[config.mk]
export PLATFORM = sky130hd
export DESIGN_NAME = crc_residue_frame_splitter_top_flat
export DESIGN_NICKNAME = d
export VERILOG_FILES = /design/src/rtl/core/crfs_pkg.sv /design/src/rtl/core/crfs_req_if.sv /design/src/rtl/core/crfs_rsp_if.sv /design/src/rtl/core/crfs_splitter.sv /design/src/rtl/core/crfs_rsp_queue.sv /design/src/rtl/core/crc_residue_frame_splitter_top.sv /design/src/flat_wrapper.sv
export SDC_FILE = /design/constraint.sdc
export NUM_CORES = 1
export LEC_CHECK = 0
export BUFFER_PORTS_ARGS = -buffer_cell sky130_fd_sc_hd__buf_2
export CELL_PAD_IN_SITES_DETAIL_PLACEMENT = 2
export CELL_PAD_IN_SITES_GLOBAL_PLACEMENT = 2
export CORE_MARGIN = 5
export CORE_UTILIZATION = 41
export CTS_CLUSTER_DIAMETER = 30
export DETAILED_ROUTE_END_ITERATION = 10
export PLACE_DENSITY_LB_ADDON = 0.1
export SYNTH_ARGS = -nofsm -noshare
export SYNTH_HDL_FRONTEND = slang
export SYNTH_SLANG_ARGS = --single-unit
[constraint.sdc]
create_clock -name clock -period 5.3 [get_ports clock]
set_clock_uncertainty 0.05 [all_clocks]
set_input_delay 0.795 -clock clock [delete_from_list [all_inputs] [get_ports clock]]
set_output_delay 0.795 -clock clock [all_outputs]
set_load 0.05 [all_outputs]
[src/rtl/core/crfs_pkg.sv]
`default_nettype none
package crfs_pkg;

   // CRC-16 (Modbus): init all ones, reflected polynomial, no final xor
   localparam logic [15:0] CrcInit = 16'hFFFF;
   localparam logic [15:0] CrcPoly = 16'hA001;

   // Shortest frame: one address byte plus the two CRC bytes
   localparam logic [15:0] MinFrameBytes = 16'd3;

   // Reset value of the max_frames register
   localparam logic [15:0] MaxFramesReset = 16'd100;

   // Response record kinds
   localparam logic KindFrame   = 1'b0;
   localparam logic KindSummary = 1'b1;

   // Response queue geometry (entries hold all results of one input byte)
   localparam int QueueDepth = 2;
   localparam int QueuePtrW  = 1;
   localparam int QueueCntW  = 2;

   // All results caused by one input byte
   typedef struct packed {
      logic        has_frame;
      logic        has_summary;
      logic [15:0] frame_offset;
      logic [15:0] frame_length;
      logic [15:0] frame_count;
      logic [15:0] summary_count;
   } item_rec_type;

   // Splitter to queue push
   typedef struct packed {
      logic         valid;
      item_rec_type rec;
   } push_type;

   // One byte of the reflected CRC, LSB first
   function automatic logic [15:0] crc_byte(input logic [15:0] crc, input logic [7:0] data);
      logic [15:0] c;
      c = crc ^ {8'h00, data};
      for (int k = 0; k < 8; k++) begin
         if (c[0]) begin
            c = (c >> 1) ^ CrcPoly;
         end else begin
            c = c >> 1;
         end
      end
      return c;
   endfunction

endpackage
`default_nettype wire

[src/rtl/core/crfs_req_if.sv]
`default_nettype none
interface crfs_req_if;
   logic       valid;
   logic       ready;
   logic [7:0] data_byte;
   logic       last_byte;

   modport source (output valid, output data_byte, output last_byte, input ready);
   modport sink   (input valid, input data_byte, input last_byte, output ready);
endinterface
`default_nettype wire

[src/rtl/core/crfs_rsp_if.sv]
`default_nettype none
interface crfs_rsp_if;
   logic        valid;
   logic        ready;
   logic        record_kind;
   logic [15:0] frame_offset;
   logic [15:0] frame_length;
   logic [15:0] frame_count;
   logic        last_result;

   modport source (output valid, output record_kind, output frame_offset,
                   output frame_length, output frame_count, output last_result,
                   input ready);
   modport sink   (input valid, input record_kind, input frame_offset,
                   input frame_length, input frame_count, input last_result,
                   output ready);
endinterface
`default_nettype wire

[src/rtl/core/crfs_splitter.sv]
`default_nettype none
module crfs_splitter (
   input  wire logic          clock,
   input  wire logic          reset,
   crfs_req_if.sink           req_bus,
   input  wire logic [15:0]   max_frames,
   input  wire logic          q_room,
   output crfs_pkg::push_type push
);

   // Input register
   logic       a_valid_ff, a_valid_in;
   logic [7:0] a_byte_ff;
   logic       a_last_ff;
   logic       req_take;
   logic       a_go;

   // Per-buffer state
   logic [15:0] crc_ff, crc_in;
   logic [15:0] bif_ff, bif_in;
   logic [15:0] start_ff, start_in;
   logic [15:0] pos_ff, pos_in;
   logic [15:0] frames_ff, frames_in;
   logic        stopped_ff, stopped_in;

   logic [15:0] crc_new;
   logic [15:0] bif_new;
   logic [15:0] frames_inc;
   logic [15:0] pos_inc;
   logic        found;
   logic        emit_frame;

   // Input handshake: the stage frees up whenever the queue has room
   assign a_go          = a_valid_ff & q_room;
   assign req_bus.ready = ~a_valid_ff | q_room;
   assign req_take      = req_bus.valid & req_bus.ready;

   always_comb begin
      a_valid_in = a_valid_ff;
      if (req_take) begin
         a_valid_in = 1'b1;
      end else if (a_go) begin
         a_valid_in = 1'b0;
      end
   end

   always_ff @(posedge clock) begin
      if (reset) begin
         a_valid_ff <= 1'b0;
      end else begin
         a_valid_ff <= a_valid_in;
      end
      if (req_take) begin
         a_byte_ff <= req_bus.data_byte;
         a_last_ff <= req_bus.last_byte;
      end
   end

   // CRC update and frame end detection
   assign crc_new    = stopped_ff ? crc_ff : crfs_pkg::crc_byte(crc_ff, a_byte_ff);
   assign bif_new    = (bif_ff == 16'hFFFF) ? bif_ff : bif_ff + 16'd1;
   assign frames_inc = frames_ff + 16'd1;
   assign pos_inc    = pos_ff + 16'd1;
   assign found      = ~stopped_ff & (bif_new >= crfs_pkg::MinFrameBytes) &
                       (crc_new == 16'h0000);
   assign emit_frame = found & (frames_ff < max_frames);

   // Next state
   always_comb begin
      crc_in     = crc_ff;
      bif_in     = bif_ff;
      start_in   = start_ff;
      pos_in     = pos_ff;
      frames_in  = frames_ff;
      stopped_in = stopped_ff;
      if (a_go) begin
         pos_in = pos_inc;
         if (!stopped_ff) begin
            crc_in = crc_new;
            bif_in = bif_new;
         end
         if (emit_frame) begin
            frames_in = frames_inc;
            start_in  = pos_inc;
            bif_in    = 16'd0;
            crc_in    = crfs_pkg::CrcInit;
         end else if (found) begin
            stopped_in = 1'b1;
         end
         // end of buffer: everything back to reset values
         if (a_last_ff) begin
            crc_in     = crfs_pkg::CrcInit;
            bif_in     = 16'd0;
            start_in   = 16'd0;
            pos_in     = 16'd0;
            frames_in  = 16'd0;
            stopped_in = 1'b0;
         end
      end
   end

   always_ff @(posedge clock) begin
      if (reset) begin
         crc_ff     <= crfs_pkg::CrcInit;
         bif_ff     <= 16'd0;
         start_ff   <= 16'd0;
         pos_ff     <= 16'd0;
         frames_ff  <= 16'd0;
         stopped_ff <= 1'b0;
      end else begin
         crc_ff     <= crc_in;
         bif_ff     <= bif_in;
         start_ff   <= start_in;
         pos_ff     <= pos_in;
         frames_ff  <= frames_in;
         stopped_ff <= stopped_in;
      end
   end

   // Results of this byte go to the queue as one entry
   always_comb begin
      push.valid             = a_go & (emit_frame | a_last_ff);
      push.rec.has_frame     = emit_frame;
      push.rec.has_summary   = a_last_ff;
      push.rec.frame_offset  = start_ff;
      push.rec.frame_length  = bif_new;
      push.rec.frame_count   = frames_inc;
      push.rec.summary_count = emit_frame ? frames_inc : frames_ff;
   end

   // A processed last byte leaves the buffer state cleared
   a_end_clears: assert property (@(posedge clock) disable iff (reset)
      a_go && a_last_ff |=> pos_ff == 16'd0 && frames_ff == 16'd0 && !stopped_ff)
      else $error("state not cleared after last byte");

   // Splitting stays stopped until the buffer ends
   a_stop_holds: assert property (@(posedge clock) disable iff (reset)
      stopped_ff && !(a_go && a_last_ff) |=> stopped_ff)
      else $error("splitting resumed before end of buffer");

endmodule
`default_nettype wire

[src/rtl/core/crfs_rsp_queue.sv]
`default_nettype none
module crfs_rsp_queue (
   input  wire logic                clock,
   input  wire logic                reset,
   input  wire crfs_pkg::push_type  push,
   output logic                     q_room,
   crfs_rsp_if.source               rsp_bus
);

   crfs_pkg::item_rec_type q_ff [crfs_pkg::QueueDepth];
   logic [crfs_pkg::QueuePtrW-1:0] wr_ptr_ff, rd_ptr_ff;
   logic [crfs_pkg::QueueCntW-1:0] q_count_ff, q_count_in;
   logic                           phase_ff, phase_in;

   crfs_pkg::item_rec_type head;
   logic                   show_sum;
   logic                   rsp_take;
   logic                   pop_entry;

   // Room for one more entry, from registers only
   assign q_room = (q_count_ff < crfs_pkg::QueueCntW'(crfs_pkg::QueueDepth));

   // Head entry: frame record first, then the summary
   assign head      = q_ff[rd_ptr_ff];
   assign show_sum  = ~head.has_frame | phase_ff;
   assign rsp_take  = rsp_bus.valid & rsp_bus.ready;
   assign pop_entry = rsp_take & (show_sum | ~head.has_summary);

   assign rsp_bus.valid        = (q_count_ff != '0);
   assign rsp_bus.record_kind  = show_sum ? crfs_pkg::KindSummary : crfs_pkg::KindFrame;
   assign rsp_bus.frame_offset = show_sum ? 16'd0 : head.frame_offset;
   assign rsp_bus.frame_length = show_sum ? 16'd0 : head.frame_length;
   assign rsp_bus.frame_count  = show_sum ? head.summary_count : head.frame_count;
   assign rsp_bus.last_result  = show_sum | ~head.has_summary;

   always_comb begin
      phase_in = phase_ff;
      if (pop_entry) begin
         phase_in = 1'b0;
      end else if (rsp_take) begin
         phase_in = 1'b1;
      end
      q_count_in = q_count_ff + {{(crfs_pkg::QueueCntW-1){1'b0}}, push.valid}
                              - {{(crfs_pkg::QueueCntW-1){1'b0}}, pop_entry};
   end

   // Pointers and occupancy
   always_ff @(posedge clock) begin
      if (reset) begin
         wr_ptr_ff  <= '0;
         rd_ptr_ff  <= '0;
         q_count_ff <= '0;
         phase_ff   <= 1'b0;
      end else begin
         q_count_ff <= q_count_in;
         phase_ff   <= phase_in;
         if (push.valid) begin
            wr_ptr_ff <= wr_ptr_ff + 1'b1;
         end
         if (pop_entry) begin
            rd_ptr_ff <= rd_ptr_ff + 1'b1;
         end
      end
   end

   // Entry storage
   always_ff @(posedge clock) begin
      if (push.valid) begin
         q_ff[wr_ptr_ff] <= push.rec;
      end
   end

   a_no_overflow: assert property (@(posedge clock) disable iff (reset)
      push.valid |-> q_count_ff != crfs_pkg::QueueCntW'(crfs_pkg::QueueDepth))
      else $error("push into full response queue");

   a_count_bound: assert property (@(posedge clock) disable iff (reset)
      q_count_ff <= crfs_pkg::QueueCntW'(crfs_pkg::QueueDepth))
      else $error("response queue count out of range");

endmodule
`default_nettype wire

[src/rtl/core/crc_residue_frame_splitter_top.sv]
// An accepted byte waits in the splitter input register; its results are written
// to the response queue and shown on rsp from there. Throughput: one byte per
// cycle while the queue has room; a byte with both a frame record and the
// end-of-buffer summary gives two records. Reset is synchronous: splitter state,
// queue and handshakes clear, and max_frames returns to 100.
`default_nettype none
module crc_residue_frame_splitter_top (
   input  wire logic        clock,
   input  wire logic        reset,
   crfs_req_if.sink         req_bus,
   crfs_rsp_if.source       rsp_bus,
   input  wire logic        csr_we,
   input  wire logic [15:0] csr_wdata
);

   logic [15:0]        max_frames_ff;
   logic               q_room;
   crfs_pkg::push_type push;

   // max_frames configuration register
   always_ff @(posedge clock) begin
      if (reset) begin
         max_frames_ff <= crfs_pkg::MaxFramesReset;
      end else if (csr_we) begin
         max_frames_ff <= csr_wdata;
      end
   end

   crfs_splitter u_splitter (
      .clock      (clock),
      .reset      (reset),
      .req_bus    (req_bus),
      .max_frames (max_frames_ff),
      .q_room     (q_room),
      .push       (push)
   );

   crfs_rsp_queue u_rsp_queue (
      .clock   (clock),
      .reset   (reset),
      .push    (push),
      .q_room  (q_room),
      .rsp_bus (rsp_bus)
   );

endmodule
`default_nettype wire
[src/flat_wrapper.sv]
// flat-port wrapper written by rule: the top's interface ports become plain ports
module crc_residue_frame_splitter_top_flat 
  (clock, reset, csr_we, csr_wdata, req_bus_valid, req_bus_data_byte, req_bus_last_byte, req_bus_ready, rsp_bus_valid, rsp_bus_record_kind, rsp_bus_frame_offset, rsp_bus_frame_length, rsp_bus_frame_count, rsp_bus_last_result, rsp_bus_ready);
  crfs_req_if req_bus_i ();
  crfs_rsp_if rsp_bus_i ();
  input  wire logic clock;
  input  wire logic reset;
  input  wire logic csr_we;
  input  wire logic [15:0] csr_wdata;
  input wire logic [$bits(req_bus_i.valid)-1:0] req_bus_valid;
  input wire logic [$bits(req_bus_i.data_byte)-1:0] req_bus_data_byte;
  input wire logic [$bits(req_bus_i.last_byte)-1:0] req_bus_last_byte;
  output wire logic [$bits(req_bus_i.ready)-1:0] req_bus_ready;
  output wire logic [$bits(rsp_bus_i.valid)-1:0] rsp_bus_valid;
  output wire logic [$bits(rsp_bus_i.record_kind)-1:0] rsp_bus_record_kind;
  output wire logic [$bits(rsp_bus_i.frame_offset)-1:0] rsp_bus_frame_offset;
  output wire logic [$bits(rsp_bus_i.frame_length)-1:0] rsp_bus_frame_length;
  output wire logic [$bits(rsp_bus_i.frame_count)-1:0] rsp_bus_frame_count;
  output wire logic [$bits(rsp_bus_i.last_result)-1:0] rsp_bus_last_result;
  input wire logic [$bits(rsp_bus_i.ready)-1:0] rsp_bus_ready;
  assign req_bus_i.valid = req_bus_valid;
  assign req_bus_i.data_byte = req_bus_data_byte;
  assign req_bus_i.last_byte = req_bus_last_byte;
  assign req_bus_ready = req_bus_i.ready;
  assign rsp_bus_valid = rsp_bus_i.valid;
  assign rsp_bus_record_kind = rsp_bus_i.record_kind;
  assign rsp_bus_frame_offset = rsp_bus_i.frame_offset;
  assign rsp_bus_frame_length = rsp_bus_i.frame_length;
  assign rsp_bus_frame_count = rsp_bus_i.frame_count;
  assign rsp_bus_last_result = rsp_bus_i.last_result;
  assign rsp_bus_i.ready = rsp_bus_ready;
  crc_residue_frame_splitter_top u_core (.clock(clock), .reset(reset), .req_bus(req_bus_i), .rsp_bus(rsp_bus_i), .csr_we(csr_we), .csr_wdata(csr_wdata));
endmodule
==> out/summary.md <==
- finished, final reports clean — run status
- 8865 — via count of the first global-routing pass
- 82 — I/O Pins
- 0% — asr flop ratio synth
- 20.7% — total routing resource utilization after global routing
- 0.226 mV — peak supply drop
- 0 — post_cts resized
- 5.69 ns — Data required, critical path
- 13.7% — Combinational Power Share
- sky130_fd_sc_hd__edfxtp_1 — flip-flop cell with the highest count after synthesis
- flip-flop — kind of end point of the critical path
- 60 — standard-cell rows
- 0 — Synth warnings
- 53 — maximum number of pins on one net before global-route repair
- 141 x sky130_fd_sc_hd__edfxtp_1, 107 x sky130_fd_sc_hd__nor2_1, 104 x sky130_fd_sc_hd__dfxtp_1 — top post-synthesis cells by count
- 26800 um^2 — core area
- 81 — Port Buf Inserts
- 4.65 ns — CP Data Arrival Time
- sky130_fd_sc_hd__edfxtp_1 — count leader, synth
- 0.235 GHz — maximum clock rate
- reg -> reg — CP Class
- 4.26 ns — Final min period
- 1023 — net count of the mapped netlist
- done — TritonCTS clock tree
- 0 — number of antenna violations at the first check in global routing
- 53 — clock buffer count from CTS
- 41.3% — Initial Utilization
- sky130_fd_sc_hd__edfxtp_1 38%, sky130_fd_sc_hd__dfxtp_1 19%, sky130_fd_sc_hd__mux2i_1 4.5% — synth top area cells
- 974 — number of cells produced by synthesis
- 0 — # hold bufs at CTS
- 61 — post-synth cell types
- 0.00521 uW — Static Leakage
- 0.56 ns — Skew-Pair Late Insertion Delay
- 3 — number of buffers between clock root and the deepest sink
- 33.6% — Sequential Power Share
- 0 — Final Setup Violations
- 0 — # Post-CTS Setup Buffers
- 22.8% — P&R area growth vs syn
- 30400 um^2 — die outline area
- 0.809 — placer's final routability congestion estimate
- 2643 — total of fill cells in the finished design
- 1.25 ns — minimum setup slack after placement
- 5 — iteration count of the initial detailed-routing pass
- 0 — final hold viol count
- 1750 uW — Net Sw Power
- 31500 um — wirelength, routed
- 50500 um — first-pass GRT wire length
- 21.8 um — post-DR wirelength/cell
- flip-flop — critical path launch point type
- 20300 um — DP Wirelength
- 0.364 ns — final worst hold slack
- 4350 um^2 — multi-input logic area
- 38.2% — area share of the leading cell type in the synthesized netlist
- 0 — final routed DRC violation total
- 1.04 ns — PnR worst setup slack
- sky130_fd_sc_hd__edfxtp_1 — cell type contributing the most total cell area after synthesis
- sky130_fd_sc_hd__clkbuf_16 — clock root buffer
- 52 — Max Fanout on Critical Path
- 0.05 ns — Clk pin slew, worst setup/hold paths
- 245 — synthesis-stage register bit count
- 80.4% — Final period util
- 11100 um^2 — summed instance area of the synthesized netlist
- 5.56 — Via-to-Cell Ratio
- 174 um — die outline height
- 0 — overall overflow remaining after global route
- 57.0% — post-synthesis sequential area ratio
- 19.5% — share of cells above drive strength 1
- 0 ns — aggregate negative setup slack
- 6320 um^2 — Reg area
- 28.8% — normalized max-slew margin
- 245 — clock sink count
- 1.07 ns — Worst Max-Slew Pin Slew
- 2 — H-tree depth
- 141 — count of flip-flops with a built-in enable after synthesis
- 27.8% — switching part of the total
- 1111 — fin nets
- no — RSZ-0062 raised after global routing
- 52.8% — fraction of power consumed by the clock network
- 4560 uW — Int Power
- in -> reg — type of the tightest min-delay check
- 0 — count of pins over their slew limit
- 11.4 um^2 — syn_area_per_cell
- 0 — max-capacitance violation count
- 8056 — via count
- 464 nW/um^2 — power per cell area
- 441 — DRT iter0 DRCs
- 0 — remaining antenna violation count
- 174 um — Die W
-- layout by cell type (no fill, tap or decap), drive strengths merged, types with 3 or more instances in the layout --
cell type	count
a21oi	22
nand2b	4
a21o	9
inv	34
and3	13
mux4	16
edfxtp	141
xnor2	37
and4	5
o21ai	21
a211oi	5
a22oi	5
nand2	94
clkinv	17
clkbuf	67
or4	14
nand3	40
and2	3
mux2i	50
nor2	107
ha	19
nand4	15
nor3	10
nand3b	4
or2	5
xor2	40
o21a	3
nor2b	3
o211ai	25
a22o	19
a31oi	20
buf	96
dfxtp	104
bufinv	6
nor4	9
clkinvlp	7
-- worst max-delay path, stage by stage, from the launching register on --
cell and delay (ns):
sky130_fd_sc_hd__dfxtp_1 0.46, sky130_fd_sc_hd__ha_1 0.44, sky130_fd_sc_hd__nand4_1 0.19, sky130_fd_sc_hd__nor4_2 0.57, sky130_fd_sc_hd__o21ai_0 0.22, sky130_fd_sc_hd__a211oi_1 0.29
sky130_fd_sc_hd__nand4b_1 0.32, sky130_fd_sc_hd__o211ai_4 0.27, sky130_fd_sc_hd__buf_4 0.54, sky130_fd_sc_hd__nor2_1 0.39, sky130_fd_sc_hd__mux2_2 0.37
-- power groups by stage --
stage | clock network [uW] | registers [uW] | logic [uW]
floorplan | 0 | 2140 | 667
global placement | 0 | 2150 | 858
detailed placement | 0 | 2150 | 871
CTS | 3390 | 2120 | 881
global route | 3510 | 2130 | 926
finish | 3330 | 2120 | 862
-- registers in the layout, indices dropped and copies added, names as in the netlist, named ones only --
register,cells
u_core.u_splitter.a_valid_ff,1
u_core.u_splitter.bif_ff,16
u_core.max_frames_ff,16
u_core.u_rsp_queue.wr_ptr_ff,1
u_core.u_splitter.pos_ff,16
u_core.u_splitter.a_last_ff,1
u_core.u_splitter.start_ff,16
u_core.u_rsp_queue.rd_ptr_ff,1
u_core.u_splitter.a_byte_ff,8
u_core.u_splitter.frames_ff,16
u_core.u_rsp_queue.q_ff,132
u_core.u_rsp_queue.q_count_ff,2
u_core.u_splitter.stopped_ff,1
u_core.u_rsp_queue.phase_ff,1
u_core.u_splitter.crc_ff,16
-- stage by stage --
step | instances | power [uW] | utilization, % | area, um^2
finish | 1449 | 6310 | 50.7 | 13600
global route | 1448 | 6570 | 50.7 | 13600
CTS | 1448 | 6390 | 50.7 | 13600
detailed placement | 1348 | 3030 | 43.9 | 11800
global placement | 1348 | 3010 | 43.9 | 11800
floorplan | 974 | 2810 | - | 11100
-- cell type report --
class / instances / share of cell area, %
well taps: 341 / 3.14
flip-flops and latches: 245 / 46.5
inverters: 31 / 0.856
repair buffers: 96 / 3.99
diodes: 1 / 0.0184
multi-input cells: 635 / 32.0
clock buffers: 67 / 10.6
clock inverters: 33 / 2.91
-- metal layers --
| metal | track usage (%) | vias up | wire, um |
|---|---|---|---|
| met3 | 3.33 | 58 | 1430 |
| met5 | 0 | - | 0 |
| met2 | 34.8 | 181 | 15400 |
| met1 | 27.7 | 4080 | 14000 |
| li1 | - | 3737 | - |
| met4 | 6.27 | 0 | 662 |
-- logic make-up after synthesis --
| group | count (synthesis) | synth area share (%) |
|---|---|---|
| flops | 245 | 57.0 |
| mux | 68 | 7.98 |
| simple gates | 331 | 14.2 |
| fa+ha+maj | 19 | 2.15 |
| compound gates | 140 | 8.85 |
| xor+xnor | 77 | 6.16 |
| buf+inv | 94 | 3.65 |
-- worst paths after layout --
check,from,endpoint,slack (ns),cells past startpoint
worst max-delay path,u_core.u_splitter.bif_ff[0]$_SDFFE_PP0P_,u_core.u_splitter.frames_ff[0]$_SDFFE_PP0P_,1.04,10
worst min register to register,u_core.u_splitter.start_ff[7]$_SDFFE_PP0P_,u_core.u_rsp_queue.q_ff[0][55]$_DFFE_PP_,0.43,0
worst max register to register,u_core.u_splitter.bif_ff[0]$_SDFFE_PP0P_,u_core.u_splitter.frames_ff[0]$_SDFFE_PP0P_,1.04,10
worst min-delay path,req_bus_data_byte[6],u_core.u_splitter.a_byte_ff[6]$_DFFE_PP_,0.36,1
No activity file was read; power rests on OpenSTA's default activity.
